**config.mk**
```make
export PLATFORM = sky130hd
export DESIGN_NAME = bad_ram
export DESIGN_NICKNAME = d
export VERILOG_FILES = /design/src/bad_ram.sv
export SDC_FILE = /design/constraint.sdc
export NUM_CORES = 1
export LEC_CHECK = 0
export BUFFER_PORTS_ARGS = -buffer_cell sky130_fd_sc_hd__buf_2
export CORE_AREA = 5 5 104 106
export CTS_CLUSTER_DIAMETER = 200
export DETAILED_ROUTE_END_ITERATION = 7
export DIE_AREA = 0 0 109 111
export GPL_TIMING_DRIVEN = 1
export PLACE_DENSITY = 0.75
export SLEW_MARGIN = 10
export SYNTH_ARGS = -nofsm -noshare
export SYNTH_HDL_FRONTEND = slang
export SYNTH_SLANG_ARGS = --single-unit
```
**constraint.sdc**
```tcl
create_clock -name clk_i -period 4.7 [get_ports clk_i]
set_input_delay 0.47 -clock clk_i [delete_from_list [all_inputs] [get_ports clk_i]]
set_output_delay 0.47 -clock clk_i [all_outputs]
set_load 0.01 [all_outputs]
```
**src/bad_ram.sv**
```systemverilog
// Generic single-write, single-read RAM with registered read data.
module bad_ram #(
  parameter int WIDTH = 8,
  parameter int DEPTH = 16
) (
  input  logic                     clk_i,
  input  logic                     we_i,
  input  logic [$clog2(DEPTH)-1:0] waddr_i,
  input  logic [WIDTH-1:0]         wdata_i,
  input  logic                     re_i,
  input  logic [$clog2(DEPTH)-1:0] raddr_i,
  output logic [WIDTH-1:0]         rdata_o
);

  logic [WIDTH-1:0] mem [DEPTH];

  always_ff @(posedge clk_i) begin
    if (we_i) begin
      mem[waddr_i] <= wdata_i;
    end
    if (re_i) begin
      rdata_o <= mem[raddr_i];
    end
  end

endmodule

```
======== Word level (Yosys, flattened, before mapping) ========
Memory sizes are Yosys's and may differ from the RTL's. A register that Yosys moved wholly into a read port is not among the register bits.
Index checks and enable logic that the tools add are counted.
cells by class
  muxes and demuxes ....................... 2
operator list
  operator  count
  $mux 1    2
word-level totals
  bits in registers ....................... 0
  bits in writable memories ............... 128
  input port bits ......................... 19
  memories kept ........................... 1
memories
  memory  depth  width  read ports  clocked after memory_dff  wr ports  line  text
  mem     16     8      1           1                         1         15    logic [WIDTH-1:0] mem [DEPTH];

======== Longest topological paths before layout ========
  depth in word-level cells ............... 2
  mapped depth ............................ 5
  gate-level depth less buffers ........... 3

======== Worst setup path before layout ========
No wires, ideal clock.
  path kind ............................... input-to-reg
  start ................................... in waddr_i[2]
  end ..................................... mem mem[0][0] (enable)
  library setup time ...................... 0.383 ns
  arrival ................................. 1.580 ns
  required time ........................... 4.317 ns
  path slack .............................. 2.737 ns
  stages on the path ...................... 2
  buffers on the path ..................... 0
  cell sequence ........................... or3b_2 > nor3_1
RTL lines
  element          line  text
  start, declared  8     input logic [$clog2(DEPTH)-1:0] waddr_i,
  end, declared    15
No word-level cell before the write port.

==> results.ini <==
[clock_tree]
clkSinkCount=136
cts_tree=built
htree_levels=4
root_buffer=clkbuf_8
postCtsSetupRepairBufs=0
cts_buffers=17
worstSkewPairLatency_ns=0.52
clkTransAtPathRegs_ns=0.06
cts_resized=0
clockBufferDepth=2
postCtsHoldBufs=0

[critical_path]
crit_path_end_kind=flop
required_ns=4.96
critPathKind=input pin to flop
startpoint_type=input pin
crit_arrival_ns=2.33
path_max_fanout=32

[drt]
antenna_left=0
drcViolationCount=0
dr.pass1.iters=5
dr_total_vias=2433
wirelength_um=9540
viasPerCell=5.89
drt_iter0_markers=167
routedWlPerCell_um=23.1

[synth]
yosysTopAreaCell=edfxtp_1
yosysWarnings=0
synth_edf_count=136
async_flop_share=0
syn_inst=229
synth_nets=248
synth.top_cell.area_share=0.781
synth_cell_types=18
yosysMostFrequentCell=edfxtp_1
ys_top_cells_by_area=edfxtp_1 (78%), mux4_2 (7.8%), mux4_1 (7.0%)
ys_seq_area_frac=0.781
synth_commonest_cells=edfxtp_1 (136), mux4_2 (18), a22oi_1 (16), mux4_1 (14), nor2_1 (13)
syn-cell-area_mm2=0.00523
syn_area_per_cell_um2=22.8
ys.flop_type=edfxtp_1
ys_ff_latch=136

[global_route]
grt_max_degree=33
grt_pass1_vias=2577
overflow=0
antenna_found_initial=0
grt_pass1_wl_um=15200
grt_usage=0.180

[placed_design]
numPortBuffers=26
gp_congestion=0.768
dp_hpwl_um=6000

[timing]
report.final.slew_viol_count=0
relSlewSlack=0.299
setup_tns_ns=0
skew_ns=0.00444
min_period_ns=2.07
tightest_slew_ns=1.05
hold_viol=0
max_freq_mhz=482
grt_setup_unrepaired=false
setup_viol=0
min_period_over_period=0.441

[layout]
area_growth_pct=15.2
seqCellArea_mm2=0.00408
multi_input_area_mm2=0.00106
drive_gt1_frac=0.264
utilization=0.622
num_antenna_cells=0
finalNetCount=286
nFillCells=653

[power_and_ir_drop]
peakVddDrop_uv=294
p_per_area_mw_per_mm2=454
leakage_uw=0.00200

[flow_run]
drv_cap=0

[die]
initial_utilization=0.540
fp.dieH_um=111
die_w_um=109
core_area_mm2=0.00968
die_area_mm2=0.0121
rows=36
ios=27

[run_status]
outcome=complete, no violations

[min_path]
min_path_type=input pin to flop

## state kept, by name, summed over array words and instances, names as in the netlist
| signal | cells |
|---|---|
| mem | 128 |
| rdata_o | 8 |
## final cells by class
cell class / instances / share of cell area
clock buffer: 20 / 0.0706
clock inverter: 12 / 0.0220
multi-input combinational: 83 / 0.176
sequential: 136 / 0.678
tap: 133 / 0.0276
timing repair buffer: 29 / 0.0253
## metrics by stage
step | std cells | instance area (µm²) | worst slack [ns] | hold slack, ns | power [µW]
floorplan | 229 | 5230 | 2.74 | 0.569 | 1470
global placement | 381 | 5470 | 2.05 | 0.732 | 1510
detailed placement | 381 | 5470 | 2.08 | 0.744 | 1520
CTS | 413 | 6020 | 2.60 | 0.307 | 2760
global route | 413 | 6020 | 2.47 | 0.309 | 2840
finish | 413 | 6020 | 2.63 | 0.331 | 2730
## cells by family after synthesis
group,synth area share
DFF,0.781
buffers and inverters,0.0165
muxes,0.148
and+or+nand+nor,0.0314
AOI/OAI and AO/OA,0.0230
## power breakdown
group / switching, µW / total [µW] / internal (µW)
combinational: 70.4 / 118 / 47.5
sequential: 7.20 / 1370 / 1370
clock: 447 / 1240 / 795
total: 525 / 2730 / 2210
## worst paths after layout
path,start,to,slack [ns],cells past startpoint
setup / recovery,raddr_i[0],rdata_o[4],2.63,4
hold / removal,re_i,rdata_o[2],0.33,1
setup reg to reg,mem[9][4],rdata_o[4],3.16,3
hold reg to reg,mem[12][2],rdata_o[2],0.75,3
## worst max-delay path: stages
cell,delay [ns]
buf_2,0.78
mux4_1,0.67
a22oi_1,0.30
nand2_1,0.10
## placed cells by master (no fill, tap or decap), drive strengths merged, types with 2 or more instances in the layout
cell type	count
buf	29
clkbuf	20
edfxtp	136
clkinv	8
nand2	9
a22oi	16
bufinv	3
nor3	4
nand2b	2
nor2	13
nand3b	2
mux4	32
## routing by layer
metal / up-vias / share of wire / track usage
li1: 1062 / - / -
met1: 1243 / 0.41 / 0.241
met2: 109 / 0.48 / 0.267
met3: 19 / 0.085 / 0.0606
met4: 0 / 0.025 / 0.0816
met5: - / 0 / 0
Note: power is estimated with default switching activity, not from simulation.
